File: src/rtl/heikin_ashi_rsi_wilder_unit_assert.svh
// ----------------------------------------------------------------------------
// heikin ashi rsi unit assertion macros
// concurrent checks, compiled out for synthesis
// ----------------------------------------------------------------------------
`ifndef HEIKIN_ASHI_RSI_WILDER_UNIT_ASSERT_SVH
`define HEIKIN_ASHI_RSI_WILDER_UNIT_ASSERT_SVH
`ifndef SYNTHESIS
`define HARA_ASSERT_IMP(lbl, ante, cons) \
  lbl: assert property (@(posedge clk) disable iff (!rst_n) (ante) |-> (cons)) \
    else $error("hara implication check failed");
`define HARA_ASSERT_NXT(lbl, ante, cons) \
  lbl: assert property (@(posedge clk) disable iff (!rst_n) (ante) |=> (cons)) \
    else $error("hara next cycle check failed");
`else
`define HARA_ASSERT_IMP(lbl, ante, cons)
`define HARA_ASSERT_NXT(lbl, ante, cons)
`endif
`endif

File: src/rtl/hara_pkg.sv
// ----------------------------------------------------------------------------
// hara_pkg
// shared types and constants of the heikin ashi rsi unit
// ----------------------------------------------------------------------------
package hara_pkg;

  localparam int PRICE_BITS = 32;
  localparam int FRAC_BITS  = 16;
  localparam int SUM_W      = PRICE_BITS + 2;
  localparam int MOVE_W     = SUM_W + FRAC_BITS;
  localparam int AVG_W      = 57;
  localparam int NORM_BITS  = 48;
  localparam int CNT_W      = 7;
  localparam int REG_W      = 7;
  localparam int RSI_W      = 16;
  localparam int OUT_W      = 15;

  localparam logic [AVG_W-1:0] AVG_MAX      = {AVG_W{1'b1}};
  localparam logic [CNT_W-1:0] COUNT_MAX    = {CNT_W{1'b1}};
  localparam logic [REG_W-1:0] LEN_RESET    = 7'd14;
  localparam logic [REG_W-1:0] SMO_RESET    = 7'd1;
  localparam logic [REG_W-1:0] REG_MAX      = 7'd100;
  localparam int               RSI_HALF     = 12800;

  localparam logic CFG_RSI_LENGTH     = 1'b0;
  localparam logic CFG_OPEN_SMOOTHING = 1'b1;

  typedef enum logic [1:0] {
    KIND_FIRST,
    KIND_ACCUM,
    KIND_INIT,
    KIND_SMOOTH
  } kind_t;

  typedef struct packed {
    kind_t             kind;
    logic [SUM_W-1:0]  gain;
    logic [SUM_W-1:0]  loss;
    logic [REG_W-1:0]  n;
    logic [REG_W-1:0]  s;
    logic              open_half;
  } cmd_t;

  function automatic logic [REG_W-1:0] clamp_reg(input logic [REG_W-1:0] v);
    logic [REG_W-1:0] r;
    r = v;
    if (v == '0) r = 7'd1;
    else if (v > REG_MAX) r = REG_MAX;
    return r;
  endfunction

  function automatic logic [AVG_W-1:0] sat_avg(input logic [64:0] v);
    logic [AVG_W-1:0] r;
    r = (v > {8'd0, AVG_MAX}) ? AVG_MAX : v[AVG_W-1:0];
    return r;
  endfunction

endpackage

File: src/rtl/hara_front.sv
// ----------------------------------------------------------------------------
// hara_front
// takes bars, forms price sums and moves, classifies each bar
// ----------------------------------------------------------------------------
module hara_front (
  input  logic                              clk,
  input  logic                              rst_n,
  input  logic                              in_valid,
  output logic                              in_stall,
  input  logic [hara_pkg::PRICE_BITS-1:0]   in_bar_open,
  input  logic [hara_pkg::PRICE_BITS-1:0]   in_bar_high,
  input  logic [hara_pkg::PRICE_BITS-1:0]   in_bar_low,
  input  logic [hara_pkg::PRICE_BITS-1:0]   in_bar_close,
  input  logic                              cfg_we,
  input  logic                              cfg_index,
  input  logic [hara_pkg::REG_W-1:0]        cfg_wdata,
  output logic                              push,
  input  logic                              full,
  output hara_pkg::cmd_t                    cmd
);

  logic                          s1_valid_r;
  logic [hara_pkg::SUM_W-1:0]    sum_r;
  logic [hara_pkg::SUM_W-1:0]    prev_r;
  logic [hara_pkg::CNT_W-1:0]    bar_count_r;
  logic [hara_pkg::REG_W-1:0]    len_r;
  logic [hara_pkg::REG_W-1:0]    smo_r;
  logic [hara_pkg::REG_W-1:0]    n_eff;
  logic [hara_pkg::REG_W-1:0]    s_eff;
  logic [hara_pkg::SUM_W-1:0]    sum_nxt;
  logic                          accept;

  assign accept   = in_valid && !in_stall;
  assign in_stall = s1_valid_r && full;
  assign push     = s1_valid_r && !full;

  assign sum_nxt = hara_pkg::SUM_W'(in_bar_open) + hara_pkg::SUM_W'(in_bar_high)
                 + hara_pkg::SUM_W'(in_bar_low)  + hara_pkg::SUM_W'(in_bar_close);

  always_comb begin
    n_eff = hara_pkg::clamp_reg(len_r);
    s_eff = hara_pkg::clamp_reg(smo_r);
    cmd.n = n_eff;
    cmd.s = s_eff;
    cmd.open_half = bar_count_r < s_eff;
    if (sum_r >= prev_r) begin
      cmd.gain = sum_r - prev_r;
      cmd.loss = '0;
    end else begin
      cmd.gain = '0;
      cmd.loss = prev_r - sum_r;
    end
    if (bar_count_r == '0) cmd.kind = hara_pkg::KIND_FIRST;
    else if (bar_count_r < n_eff) cmd.kind = hara_pkg::KIND_ACCUM;
    else if (bar_count_r == n_eff) cmd.kind = hara_pkg::KIND_INIT;
    else cmd.kind = hara_pkg::KIND_SMOOTH;
  end

  always_ff @(posedge clk) begin
    if (!rst_n) begin
      s1_valid_r  <= 1'b0;
      sum_r       <= '0;
      prev_r      <= '0;
      bar_count_r <= '0;
      len_r       <= hara_pkg::LEN_RESET;
      smo_r       <= hara_pkg::SMO_RESET;
    end else begin
      if (cfg_we) begin
        case (cfg_index)
          hara_pkg::CFG_RSI_LENGTH:     len_r <= cfg_wdata;
          hara_pkg::CFG_OPEN_SMOOTHING: smo_r <= cfg_wdata;
          default: ;
        endcase
      end
      if (accept) begin
        s1_valid_r <= 1'b1;
        sum_r      <= sum_nxt;
      end else if (push) begin
        s1_valid_r <= 1'b0;
      end
      if (push) begin
        prev_r <= sum_r;
        if (bar_count_r != hara_pkg::COUNT_MAX) bar_count_r <= bar_count_r + 7'd1;
      end
    end
  end

endmodule

File: config.mk
export PLATFORM = sky130hd
export DESIGN_NAME = hara_front
export DESIGN_NICKNAME = d
export VERILOG_FILES = /design/src/rtl/heikin_ashi_rsi_wilder_unit_assert.svh /design/src/rtl/hara_pkg.sv /design/src/rtl/hara_front.sv
export SDC_FILE = /design/constraint.sdc
export NUM_CORES = 1
export LEC_CHECK = 0
export ABC_CLOCK_PERIOD_IN_PS = 12300
export BUFFER_PORTS_ARGS = -buffer_cell sky130_fd_sc_hd__buf_2
export CORE_ASPECT_RATIO = 1.25
export CORE_MARGIN = 8
export CORE_UTILIZATION = 50
export CTS_CLUSTER_SIZE = 8
export DETAILED_ROUTE_END_ITERATION = 8
export HOLD_SLACK_MARGIN = 0.02
export PLACE_DENSITY_LB_ADDON = 0.2
export SLEW_MARGIN = 20
export SYNTH_ARGS = -nofsm -noshare
export SYNTH_HDL_FRONTEND = slang
export SYNTH_SLANG_ARGS = --single-unit
File: constraint.sdc
create_clock -name clk -period 12.3 [get_ports clk]
set_input_delay 1.845 -clock clk [delete_from_list [all_inputs] [get_ports clk]]
set_output_delay 1.845 -clock clk [all_outputs]
set_load 0.05 [all_outputs]
==> qor.csv, run 1 <==
metric,value,unit
outcome,completed,
initial_core_util,0.508,
synth_top_family_by_area,adder cells,
power_density,260,nW/um^2
ys_async_sr_fraction,0,
clkSinkCount,90,
synth.top_cell.area_share,0.159,
maxCapViolCount,0,
post_cts_resized,0,
grt_pass1_wl,50900,microns
clk_latency,330,ps
synth_simple_gate_area_share,0.189,
cp.required,10450,ps
netlist_instances,1596,
core_area,22300,sq um
wire_per_inst,14.7,microns
grt_max_degree,72,
fin_ws,6270,ps
syn_to_final_growth,13.1,%
synthMuxAreaShare,0.000884,
finalMaxSlewViolations,0,
crit_arrival,4180,ps
portBuffers,227,
placedCellCount,2030,
netlist-cell-type-count,67,
report.final.hold_viol_count,0,
h-tree-depth,3,
postCtsSetupBuffers,0,
final_common_cell,inv_1,
hold_ws,459,ps
crit_path_end_kind,primary output,
fin_area,12800,sq um
tightest_slew,985,ps
relSlewSlack,0.342,
grt_use_total,0.217,
synthesis.nets,1918,
ys_warn_count,0,
synth_seq_area_share,0.159,
firstDrtPassIters,5,
nNetsFinal,2080,
num_io_pins,228,
ys_ff_latch,90,
period_minus_slack,6030,ps
rsz0062_at_grt,no,
cts_hold_buf,0,
cts_tree,yes,
worst_setup_path_start_kind,flip-flop,
cts-root-buf,clkbuf_16,
period_share,0.490,
cts.path.max_buffers,2,
timing.fmax,0.166,GHz
ant_nets,0,
antennaDiodeCount,0,
hpwl,25000,microns
finalSetupViolCount,0,
grt_pass1_vias,10896,
grt.overflow.total,0,
worst_clock_skew,8.55,ps
drtIter0Drc,546,
synth_fa_ha_area_frac,0.244,
synth_edf_count,0,
place_ws,6490,ps
die_height,184,microns
rrSetupSlack,10330,ps
die_w,151,microns
std_cell_rows,61,
drive_gt1_frac,0.153,
synth_ff_type,dfxtp_1,
clkTransAtPathRegs,70,ps
place_congestion,0.908,
placed_area,12500,sq um
cts_made_buffers,9,
drt_wl_total,30000,microns
synth_area_leaders,"dfxtp_1 16%, ha_1 13%, fa_1 12%",
layout_common_cells,"277 x inv_1, 227 x buf_2, 195 x nand2_1",
final_cells,2046,
num_vias,10829,
dieArea,27800,sq um
netlist_area,11300,sq um
final.setup.tns,0,ps
drc_errors,0,
postSynthAreaPerCell,7.10,sq um
yosysTopAreaCell,dfxtp_1,
viasPerCell,5.29,
power_leakage,6.64,nW
antenna_found_initial,0,
synth_compound_area_frac,0.219,
hold_class,reg -> reg,
cp_max_fo,30,
peakVddDrop,413,uV
synth-xor-area-share,0.0657,
crit_type,reg -> out,
==> worst paths after layout <==
check            startpoint        endpoint  cells after the start
max               sum_r[23]         cmd[33]                     11
min              prev_r[33]      prev_r[33]                      2
max reg2reg  bar_count_r[1]  bar_count_r[5]                      7
min reg2reg      prev_r[33]      prev_r[33]                      2
==> cells in the mapped netlist (all sizes together) (4+ instances only) <==
| cell | instances |
|---|---|
| inv | 278 |
| nand2 | 195 |
| a21oi | 177 |
| nor2 | 130 |
| ha | 115 |
| dfxtp | 90 |
| fa | 66 |
| a21o | 65 |
| o21ai | 61 |
| clkbuf | 55 |
| xnor2 | 48 |
| nand3 | 37 |
| xor2 | 37 |
| buf | 27 |
| nand4 | 26 |
| nor3 | 22 |
| a31oi | 16 |
| o21a | 12 |
| a211oi | 10 |
| and2 | 10 |
| nand2b | 10 |
| nor2b | 9 |
| and3 | 8 |
| o21bai | 8 |
| or2 | 8 |
| or3 | 7 |
| o31ai | 6 |
| o211ai | 5 |
| o31a | 5 |
| a2111oi | 4 |
| a221oi | 4 |
| and4 | 4 |
| o2111ai | 4 |
==> sequential cells by signal, indices dropped and copies added, names as in the netlist <==
name,flops
sum_r,34
s1_valid_r,1
prev_r,34
bar_count_r,7
smo_r,7
len_r,7
==> power by group <==
part           internal (mW)  switching, mW  leakage, nW
Sequential             0.328         0.0439        0.735
Clock                  0.140          0.117        0.138
Combinational          0.812           1.89         5.77
Total                   1.28           2.05         6.64
==> worst max-delay path: stages (launching register included) <==
cell and delay [ps]:
dfxtp_1 400, inv_1 60, ha_1 480, a21oi_1 280, nor2_1 80, a211oi_1 510
a21oi_1 160, a2111oi_2 540, o31a_1 420, buf_4 360, and4_1 270, buf_2 270
==> through the flow <==
| stage | power [mW] | util |
|---|---|---|
| after global routing | 3.60 | 0.575 |
| final | 3.33 | 0.575 |
| after detailed placement | 3.08 | 0.562 |
| after CTS | 3.35 | 0.575 |
| after floorplan | 2.51 | - |
| after global placement | 3.06 | 0.562 |
==> cells by family after synthesis <==
logic type,count (synthesis)
AND/OR/NAND/NOR,479
multiplexers,1
adder cells (fa/ha/maj),181
buffers and inverters,361
XOR/XNOR,85
AO/OA/AOI/OAI,399
flip-flops,90
==> per-layer routing <==
layer,wire (microns),GRT usage,up-vias
met5,0,0,-
met3,1720,0.0260,32
met1,14200,0.293,4926
met2,13600,0.358,329
li1,-,-,5542
met4,488,0.0591,0
==> cell type report <==
type	count	area, sq um
Tap cell	283	354
Clock inverter	6	48.8
Clock buffer	10	229
Fill cell	2216	9480
Multi-Input combinational cell	1145	8140
Sequential cell	90	1800
Inverter	279	1050
Timing Repair Buffer	233	1180
(Power assumes the default switching activity.)
==> run 2, diff against run 1 <==
- ABC_CLOCK_PERIOD_IN_PS: 12300 -> 5100
- clock period: 12.3 -> 5.1 ns (I/O delays scaled with it)
==> run 2 against run 1 <==
  * Non-clock buffer count increased by 8
  * Die area unchanged
  * Sequential share of layout area decreased by 0.11 points
  * Sequential cell count unchanged
  * Design area increased by 0.77%
  * Clock power increased to 2.7 times the previous value
  * First-iteration DRC count increased by 6.6%
  * Global-route usage decreased by 0.46 points
  * Register-to-register slack got worse by 7200 ps
  * Sequential power increased by 140%
  * Clock skew increased by 1.6 ps
  * Worst setup slack got worse by 5900 ps
==> qor.csv, run 2 (synthesis results as in run 1) <==
metric,value,unit
grt_pass1_wl,49800,microns
place_congestion,0.919,
power_leakage,6.69,nW
std_cell_rows,61,
drt_wl_total,29800,microns
drive_gt1_frac,0.156,
hpwl,25100,microns
worst_setup_path_start_kind,flip-flop,
num_io_pins,228,
firstDrtPassIters,5,
die_height,184,microns
period_minus_slack,4680,ps
relSlewSlack,0.367,
wire_per_inst,14.5,microns
cts.path.max_buffers,2,
antennaDiodeCount,0,
ant_nets,0,
tightest_slew,948,ps
layout_common_cells,"277 x inv_1, 227 x buf_2, 195 x nand2_1",
portBuffers,227,
cp.required,4340,ps
grt_use_total,0.213,
crit_arrival,3910,ps
report.final.hold_viol_count,0,
hold_ws,474,ps
final.setup.tns,0,ps
antenna_found_initial,0,
timing.fmax,0.214,GHz
cts-root-buf,clkbuf_16,
finalMaxSlewViolations,0,
rsz0062_at_grt,no,
period_share,0.918,
initial_core_util,0.508,
clkSinkCount,90,
fillers,2241,
worst_clock_skew,10.1,ps
cts_made_buffers,9,
peakVddDrop,829,uV
dieArea,27800,sq um
cts_hold_buf,0,
num_vias,10791,
hold_class,reg -> reg,
clk_latency,340,ps
power_density,634,nW/um^2
cp_max_fo,19,
outcome,completed,
maxCapViolCount,0,
clkTransAtPathRegs,70,ps
finalSetupViolCount,0,
crit_path_end_kind,primary output,
grt_max_degree,45,
grt_pass1_vias,10682,
drtIter0Drc,582,
cts_tree,yes,
crit_type,reg -> out,
h-tree-depth,3,
postCtsSetupBuffers,0,
core_area,22300,sq um
post_cts_resized,0,
post-route-util,0.579,
die_w,151,microns
nNetsFinal,2088,
largestRegisters,"prev_r (34), sum_r (34)",
viasPerCell,5.26,
final_common_cell,inv_1,
syn_to_final_growth,13.9,%
drc_errors,0,
grt.overflow.total,0,
-- run 2: changes by cell type in the layout (fill, tap and decap cells not counted), sizes merged --
cell / change
buf: +8
clkinv: -3
clkinvlp: +3
bufinv: +2
inv: -2
clkbuf: -1
-- run 2: cell type report --
cell class | count | area, sq um | area share
timing repair buffer | 241 | 1240 | 0.0962
clock buffer | 9 | 225 | 0.0175
clock inverter | 6 | 91.3 | 0.00708
tap | 283 | 354 | 0.0274
inverter | 279 | 1050 | 0.0812
sequential | 90 | 1800 | 0.140
multi-input combinational | 1145 | 8140 | 0.631
-- run 2: path summary, 6_finish.rpt --
check | from | end | slack [ps] | cells after the start
max | sum_r[5] | cmd[50] | 420 | 12
min | prev_r[29] | prev_r[29] | 470 | 2
max reg2reg | bar_count_r[1] | bar_count_r[5] | 3090 | 7
min reg2reg | prev_r[29] | prev_r[29] | 470 | 2
-- run 2: power by group --
part	leakage (nW)	switching (mW)	internal (mW)	total, mW
clock network	0.144	0.273	0.428	0.701
registers	0.735	0.107	0.792	0.899
logic	5.81	4.57	2.00	6.58
total	6.69	4.95	3.22	8.18
-- run 2: layer usage --
metal / routed length, microns / up-vias / global-route usage
li1: - / 5551 / -
met1: 13900 / 4891 / 0.282
met2: 13800 / 308 / 0.358
met3: 1600 / 41 / 0.0255
met4: 522 / 0 / 0.0555
met5: 0 / - / 0
-- run 2: critical path: stages, from the launching register on --
cell and delay (ps):
dfxtp_1 400, inv_1 60, ha_1 490, o211ai_1 190
o211ai_2 210, a31oi_1 110, buf_4 160, o31ai_2 420
nand2_1 190, o31ai_4 580, buf_4 350, and2_1 150
buf_2 250
-- run 2: through the flow --
stage | cell area (sq um) | instances | setup WS, ps | power [mW]
global route | 12900 | 2053 | 136 | 8.79
global placement | 12600 | 2038 | 443 | 7.44
CTS | 12900 | 2053 | 368 | 8.20
finish | 12900 | 2053 | 421 | 8.18
floorplan | 11300 | 1596 | 687 | 6.04
detailed placement | 12600 | 2038 | 409 | 7.48
