==> src/rtl/heikin_ashi_rsi_wilder_unit_assert.svh <==
// ----------------------------------------------------------------------------
// heikin ashi rsi unit assertion macros
// concurrent checks, compiled out for synthesis
// ----------------------------------------------------------------------------
`ifndef HEIKIN_ASHI_RSI_WILDER_UNIT_ASSERT_SVH
`define HEIKIN_ASHI_RSI_WILDER_UNIT_ASSERT_SVH
`ifndef SYNTHESIS
`define HARA_ASSERT_IMP(lbl, ante, cons) \
  lbl: assert property (@(posedge clk) disable iff (!rst_n) (ante) |-> (cons)) \
    else $error("hara implication check failed");
`define HARA_ASSERT_NXT(lbl, ante, cons) \
  lbl: assert property (@(posedge clk) disable iff (!rst_n) (ante) |=> (cons)) \
    else $error("hara next cycle check failed");
`else
`define HARA_ASSERT_IMP(lbl, ante, cons)
`define HARA_ASSERT_NXT(lbl, ante, cons)
`endif
`endif

==> src/rtl/hara_pkg.sv <==
// ----------------------------------------------------------------------------
// hara_pkg
// shared types and constants of the heikin ashi rsi unit
// ----------------------------------------------------------------------------
package hara_pkg;

  localparam int PRICE_BITS = 32;
  localparam int FRAC_BITS  = 16;
  localparam int SUM_W      = PRICE_BITS + 2;
  localparam int MOVE_W     = SUM_W + FRAC_BITS;
  localparam int AVG_W      = 57;
  localparam int NORM_BITS  = 48;
  localparam int CNT_W      = 7;
  localparam int REG_W      = 7;
  localparam int RSI_W      = 16;
  localparam int OUT_W      = 15;

  localparam logic [AVG_W-1:0] AVG_MAX      = {AVG_W{1'b1}};
  localparam logic [CNT_W-1:0] COUNT_MAX    = {CNT_W{1'b1}};
  localparam logic [REG_W-1:0] LEN_RESET    = 7'd14;
  localparam logic [REG_W-1:0] SMO_RESET    = 7'd1;
  localparam logic [REG_W-1:0] REG_MAX      = 7'd100;
  localparam int               RSI_HALF     = 12800;

  localparam logic CFG_RSI_LENGTH     = 1'b0;
  localparam logic CFG_OPEN_SMOOTHING = 1'b1;

  typedef enum logic [1:0] {
    KIND_FIRST,
    KIND_ACCUM,
    KIND_INIT,
    KIND_SMOOTH
  } kind_t;

  typedef struct packed {
    kind_t             kind;
    logic [SUM_W-1:0]  gain;
    logic [SUM_W-1:0]  loss;
    logic [REG_W-1:0]  n;
    logic [REG_W-1:0]  s;
    logic              open_half;
  } cmd_t;

  function automatic logic [REG_W-1:0] clamp_reg(input logic [REG_W-1:0] v);
    logic [REG_W-1:0] r;
    r = v;
    if (v == '0) r = 7'd1;
    else if (v > REG_MAX) r = REG_MAX;
    return r;
  endfunction

  function automatic logic [AVG_W-1:0] sat_avg(input logic [64:0] v);
    logic [AVG_W-1:0] r;
    r = (v > {8'd0, AVG_MAX}) ? AVG_MAX : v[AVG_W-1:0];
    return r;
  endfunction

endpackage

==> src/rtl/hara_fifo.sv <==
// ----------------------------------------------------------------------------
// hara_fifo
// two-entry command queue between front and back
// ----------------------------------------------------------------------------
module hara_fifo (
  input  logic           clk,
  input  logic           rst_n,
  input  logic           push,
  input  hara_pkg::cmd_t cmd_in,
  output logic           full,
  input  logic           pop,
  output hara_pkg::cmd_t cmd_out,
  output logic           empty
);

  hara_pkg::cmd_t mem_r [2];
  logic           wr_ptr_r;
  logic           rd_ptr_r;
  logic [1:0]     count_r;

  assign full    = count_r == 2'd2;
  assign empty   = count_r == 2'd0;
  assign cmd_out = mem_r[rd_ptr_r];

  always_ff @(posedge clk) begin
    if (push) mem_r[wr_ptr_r] <= cmd_in;
  end

  always_ff @(posedge clk) begin
    if (!rst_n) begin
      wr_ptr_r <= 1'b0;
      rd_ptr_r <= 1'b0;
      count_r  <= 2'd0;
    end else begin
      if (push) wr_ptr_r <= !wr_ptr_r;
      if (pop)  rd_ptr_r <= !rd_ptr_r;
      case ({push, pop})
        2'b10:   count_r <= count_r + 2'd1;
        2'b01:   count_r <= count_r - 2'd1;
        default: count_r <= count_r;
      endcase
    end
  end

endmodule

==> config.mk <==
export PLATFORM = sky130hd
export DESIGN_NAME = hara_fifo
export DESIGN_NICKNAME = d
export VERILOG_FILES = /design/src/rtl/heikin_ashi_rsi_wilder_unit_assert.svh /design/src/rtl/hara_pkg.sv /design/src/rtl/hara_fifo.sv
export SDC_FILE = /design/constraint.sdc
export NUM_CORES = 1
export LEC_CHECK = 0
export BUFFER_PORTS_ARGS = -buffer_cell sky130_fd_sc_hd__buf_2
export CAP_MARGIN = 5
export CORE_ASPECT_RATIO = 1.25
export CORE_MARGIN = 5
export CORE_UTILIZATION = 30
export DETAILED_ROUTE_END_ITERATION = 8
export PLACE_DENSITY = 0.62
export SETUP_SLACK_MARGIN = 0.15
export SKIP_LAST_GASP = 1
export SLEW_MARGIN = 30
export SYNTH_ARGS = -nofsm -noshare
export SYNTH_HDL_FRONTEND = slang
export SYNTH_SLANG_ARGS = --single-unit
==> constraint.sdc <==
create_clock -name clk -period 6.3 [get_ports clk]
set_input_delay 0.63 -clock clk [delete_from_list [all_inputs] [get_ports clk]]
set_output_delay 0.63 -clock clk [all_outputs]
set_load 0.05 [all_outputs]
==> results of run 1 <==
[final timing paths]
kind,from,end,depth (start not counted)
hold / removal,cmd_in[2],mem_r[0][2]$_DFFE_PP_,1
setup reg to reg,wr_ptr_r$_SDFFE_PN0P_,mem_r[0][78]$_DFFE_PP_,3
hold reg to reg,count_r[1]$_SDFFE_PN0P_,count_r[1]$_SDFFE_PN0P_,2
setup / recovery,register,cmd_out[27],3
[report_power, final]
part	internal, mW	switching, mW	total, mW
combinational	0.131	0.305	0.436
sequential	1.34	0.0239	1.37
clock	0.520	0.459	0.979
[cells by family after synthesis]
logic type,Yosys count
simple gates,9
fa+ha+maj,1
buf+inv,10
flops,175
compound gates,3
xor+xnor,3
mux,85
[layout make-up]
type / count / area share [%]
flip-flops and latches: 175 / 63.7
inverters: 1 / 0.0459
clock buffers: 18 / 5.25
multi-input cells: 101 / 13.2
repair buffers: 180 / 12.1
clock inverters: 14 / 1.51
well taps: 274 / 4.19
[routing by layer]
metal | vias to the layer above | global-route usage, % | part of all wire, % | wire, um
li1 | 1511 | - | - | -
met1 | 1596 | 11.1 | 39 | 4800
met2 | 104 | 17.9 | 53 | 6450
met3 | 8 | 3.68 | 6.4 | 780
met4 | 0 | 3.41 | 1.1 | 139
met5 | - | 0 | 0 | 0
[sequential cells by signal (all words and copies together) (netlist names), named ones only]
| register | count |
|---|---|
| rd_ptr_r | 1 |
| wr_ptr_r | 1 |
| count_r | 2 |
| mem_r | 170 |
[cells in the final DEF (no fill, tap or decap), types with 2 or more instances in the layout]
| cell | n |
|---|---|
| buf_16 | 4 |
| clkbuf_16 | 17 |
| buf_2 | 175 |
| clkinv_2 | 2 |
| xnor2_1 | 2 |
| clkinv_4 | 4 |
| edfxtp_1 | 170 |
| mux2_2 | 85 |
| inv_8 | 4 |
| inv_6 | 3 |
| and2_1 | 3 |
| dfxtp_1 | 4 |
[critical path: stages (launching register included)]
cell     delay (ps)
dfxtp_4         720
buf_16          310
mux2_2          380
buf_2           210
[stage by stage]
stage	utilization [%]	hold WS [ps]
after CTS	39.3	375
after global routing	39.3	371
final	39.3	401
after detailed placement	36.6	506
after global placement	36.1	476
after floorplan	-	466
==> metrics.md, run 1 <==
| Metric | Value |
|---|---|
| Status | completed |
| Setup ws final | 3590 ps |
| Register Area | 5210 um^2 |
| Multiplexer area fraction after synthesis | 15.1% |
| Nets@finish | 566 |
| CTS root buf | clkbuf_16 |
| Leakage power | 3.02 nW |
| Fin. Hold Viols | 0 |
| Die extent in y | 172 um |
| Hold_buf cts | 0 |
| Post-CTS Setup Inserts | 0 |
| Total die area | 24100 um^2 |
| Critical path required time | 5670 ps |
| Ranking of synthesized cells by area | edfxtp_1 81%, mux2_2 15%, dfxtp_1 1.6% |
| Post-Place Setup Slack | 3970 ps |
| Skew final | 6.68 ps |
| DRT antenna net count | 0 |
| Flop2flop setup slack | 4540 ps |
| Compound-gate portion of the synthesized area | 0.316% |
| Critical path type | register to output port |
| Worst VDD drop | 152 uV |
| Core Region | 20800 um^2 |
| Antenna diodes | 0 |
| Final period utilization | 43.0% |
| Die width | 140 um |
| Top cells by count, synth | 170 x edfxtp_1, 85 x mux2_2, 5 x buf_4, 5 x dfxtp_1 |
| Worst-Margin Slew | 614 ps |
| Maxcap violations | 0 |
| Crit Path Max Fanout | 46 |
| DRT Wirelength | 12200 um |
| Adder-Cell Fraction of Synth Area | 0.197% |
| Initial Util | 30.4% |
| Placed Cells | 731 |
| Gr usage total | 10.0% |
| Asr flop ratio synth | 0% |
| Initial antenna violation count | 0 |
| Post-Syn Area per Cell | 22.2 um^2 |
| # rows | 59 |
| First-pass GRT wire length | 18700 um |
| Violation count after the first detailed-route iteration | 81 |
| Cell Area, Synth | 6340 um^2 |
| Drt pass-1 iters | 4 |
| Final Max Tran Viols | 0 |
| Pwr dens | 340 nW/um^2 |
| Post-synth top area share | 80.6% |
| Unique masters post-synth | 17 |
| Hold Path Class | input pin to register |
| Post-cts resize count | 0 |
| Worst endpoint data arrival time | 2080 ps |
| Max clock buf depth | 2 |
| Sequential-to-total area share from yosys stat | 82.1% |
| Main combinational cell family by area after synthesis | multiplexers |
| Placed cell area | 7630 um^2 |
| H-tree levels | 4 |
| Endpoints failing setup | 0 |
| Largest net degree at the start of global routing | 47 |
| Layout overhead on the synthesized area | 29.1% |
| Worst-Skew Late Latency | 410 ps |
| Fmax | 369 MHz |
| Crit. End Element | output port |
| Post-synthesis xor/xnor area fraction | 0.415% |
| Grt ovf | 0 |
| Simple-Gate Fraction of Synth Area | 0.849% |
| RSZ-0062 raised after global routing | no |
| Final Cell Area | 8180 um^2 |
| Total power | 2.78 mW |
| Syn nets | 376 |
| DR WL/cell | 16.0 um |
| FILL cells | 1932 |
| Post-layout min period | 2710 ps |
| Via count | 3219 |
| Ys flop type | edfxtp_1 |
| Number of remaining DRC errors | 0 |
| #FFs+latches synth | 175 |
| Yosys warns | 0 |
| Cell count after synthesis | 286 |
| Multi-input gate area | 1080 um^2 |
| Post-route insts no fill | 763 |
| Most frequent cell after synthesis | edfxtp_1 |
| Setup TNS | 0 ps |
| Buffers on Ports | 175 |
| Share of cells above drive strength 1 | 61.3% |
| Total I/O pin count | 176 |
| Slew margin rel. | 59.1% |
| Worst-path clk slew | 70 ps |
| EDFF count, synth | 170 |
| Setup crit start kind | register |
| CTS tree | built |
| Leading area contributor after synthesis | edfxtp_1 |
| Vias per cell | 4.22 |
| CTS Buf Count | 17 |
| Placer Congestion | 0.718 |
| Number of global-route vias before repair | 3649 |
| Hpwl dp | 8240 um |
| # clock sinks | 175 |
No activity file was read; power rests on OpenSTA's default activity.
==> inputs of run 2 (changes only) <==
clock period = 2.6 ns   (was 6.3 ns; I/O delays follow)
==> metrics.md, run 2 (synthesized netlist as in run 1, its figures left out) <==
| Metric | Value |
|---|---|
| Status | completed |
| Setup crit start kind | register |
| Final Max Tran Viols | 0 (unchanged) |
| Total die area | 24100 um^2 (unchanged) |
| Hpwl dp | 8480 um (+2.9%) |
| Flop2flop setup slack | 990 ps (-3550 ps) |
| Initial antenna violation count | 1 (+1) |
| Switch Pwr | 1.86 mW (+140%) |
| Worst r2r dst | mem_r[1][78]$_DFFE_PP_ |
| First-pass GRT wire length | 19300 um (+3.0%) |
| GRT busiest layer | met2 |
| Number of global-route vias before repair | 3752 (+2.8%) |
| Number of remaining DRC errors | 0 (unchanged) |
| Worst Hold Launch | cmd_in[8] |
| Hold EP | mem_r[1][8]$_DFFE_PP_ |
| Drt pass-1 iters | 4 (unchanged) |
| Grt ovf | 0 (unchanged) |
| Vias per cell | 4.24 (+0.51%) |
| CTS root buf | clkbuf_16 |
| DR WL/cell | 16.1 um (+0.76%) |
| Buffers on Ports | 175 (unchanged) |
| Critical path required time | 2340 ps (-3330 ps) |
| CP peak stage delay | 580 ps (-140 ps) |
| Worst-path clk slew | 70 ps (about the same) |
| Endpoints failing setup | 0 (unchanged) |
| Worst-Margin Slew | 774 ps (+160 ps) |
| Post-Place Setup Slack | 812 ps (-3150 ps) |
| Die extent in y | 172 um (unchanged) |
| Die width | 140 um (unchanged) |
| Hold depth | 1 (unchanged) |
| Hold Path Class | input pin to register |
| Largest net degree at the start of global routing | 56 (+19%) |
| Nets@finish | 577 (+1.9%) |
| Pwr dens | 839 nW/um^2 (+150%) |
| Int Pwr | 5.10 mW (+160%) |
| Buf/Inv on CP | 2 (unchanged) |
| Layout overhead on the synthesized area | 30.8% |
| RSZ-0062 raised after global routing | no |
| Reg-to-reg startpoint | wr_ptr_r$_SDFFE_PN0P_ |
| Clk pwr share | 37.2% (+2.0 points) |
| Fmax | 459 MHz |
| # clock sinks | 175 (unchanged) |
| Skew final | 11.2 ps (+4.54 ps) |
| Fin. Hold Viols | 0 (unchanged) |
| Placer Congestion | 0.718 (about the same) |
| Crit-path slowest cell | dfxtp_4 |
| Total I/O pin count | 176 (unchanged) |
| Core Region | 20800 um^2 (unchanged) |
| Slew margin rel. | 48.4% (-11 points) |
| CTS tree | built |
| Setup TNS | 0 ps (unchanged) |
| Most frequent cells in the layout | 175 x buf_2, 170 x edfxtp_1, 85 x mux2_2, 17 x clkbuf_16, 10 x dlygate4sd3_1 |
| Cell family with most CP delay | flip-flops |
| Worst VDD drop | 397 uV (+160%) |
| Worst endpoint data arrival time | 1920 ps (-160 ps) |
| Met3 Resource Use GR | 4.26% (+0.58 points) |
| Initial Util | 30.4% (unchanged) |
| Post-layout min period | 2180 ps |
| Switch share | 26.7% (-1.6 points) |
| Critical path type | register to output port |
| Leakage power | 3.06 nW (+1.1%) |
| DRT Wirelength | 12400 um (+2.2%) |
| M1 GR Usage | 10.7% (-0.44 points) |
| Largest registers | mem_r (170), count_r (2) |
| Commonest non-fill, non-tap cell in the layout | buf_2 |
| Via count | 3282 (+2.0%) |
| Max reg flops | 170 (unchanged) |
| Antenna diodes | 0 (unchanged) |
| R2R depth | 2 (-1) |
| Worst-Skew Late Latency | 420 ps (about the same) |
| Share of cells above drive strength 1 | 60.2% (-1.1 points) |
| DRT antenna net count | 0 (unchanged) |
| Gr usage total | 10.5% (+0.42 points) |
| Violation count after the first detailed-route iteration | 134 (+65%) |
| Reg power frac | 47.5% (-1.6 points) |
| Combinational fraction of design power | 15.3% (-0.4 points) |
| Max clock buf depth | 2 (unchanged) |
| Global routing usage on met2 | 19.4% (+1.5 points) |
| CTS Buf Count | 17 (unchanged) |
| Maxcap violations | 0 (unchanged) |
| Final period utilization | 83.8% |
| H-tree levels | 4 (unchanged) |
| Biggest register | mem_r |
| Crit Path Max Fanout | 26 (-43%) |
| # rows | 59 (unchanged) |
| Crit path cell chain | buf_4, mux2_2, buf_2 |
| Setup ws final | 421 ps (-3170 ps) |
| Crit. End Element | output port |
-- run 2: cell types whose count changed in the layout (fill, tap and decap cells not counted), sizes merged --
cell,before,now
buf,180,181
inv,8,5
clkinvlp,1,5
dlygate4sd3,0,10
clkinv,6,3
bufinv,0,3
clkbuf,18,17
-- run 2: metal layers --
metal | share of wire, % | vias up
met2 | 54 | 106
li1 | - | 1533
met1 | 37 | 1626
met3 | 6.7 | 15
met4 | 1.3 | 2
met5 | 0.10 | -
-- run 2: how the worst max path moves through the flow --
stage / endpoint / startpoint / depth (start not counted) / slack (ps)
after detailed placement: cmd_out[29] / register / 3 / 810
after global placement: cmd_out[84] / register / 3 / 850
after floorplan: mem_r[0][0]$_DFFE_PP_ / wr_ptr_r$_SDFFE_PN0P_ / 1 / 580
final: cmd_out[29] / register / 3 / 420
after global routing: cmd_out[29] / register / 3 / 310
after CTS: cmd_out[29] / register / 3 / 350
-- run 2: area by class of cell --
type | count | area, um^2
timing repair buffer | 191 | 1050
sequential | 175 | 5210
fill | 1931 | 12500
tap | 274 | 343
clock inverter | 15 | 183
clock buffer | 17 | 425
multi-input combinational | 101 | 1080
inverter | 1 | 3.75
-- run 2: repair_timing --
item	in CTS	in global routing
setup buffers	0	0
hold buffers	8	2
hold endpoints to repair	15	4
resized for setup	0	0
-- run 2: metrics by stage --
stage | util [%] | cell area, um^2 | hold slack [ps] | std cells | power [mW]
after floorplan | - | 6340 | 359 | 286 | 4.15
final | 39.8 | 8290 | 31.4 | 774 | 6.96
after CTS | 39.7 | 8270 | 0.0653 | 772 | 7.08
after global placement | 36.4 | 7580 | 448 | 732 | 4.42
after detailed placement | 36.4 | 7580 | 451 | 732 | 4.44
after global routing | 39.8 | 8290 | 1.51 | 774 | 7.25
-- run 2: power groups by stage --
stage | clock, mW | combinational, mW | sequential [mW]
after floorplan | 0 | 0.801 | 3.35
after global placement | 0 | 1.05 | 3.36
after detailed placement | 0 | 1.07 | 3.37
after CTS | 2.69 | 1.08 | 3.31
after global routing | 2.81 | 1.12 | 3.32
final | 2.59 | 1.06 | 3.31
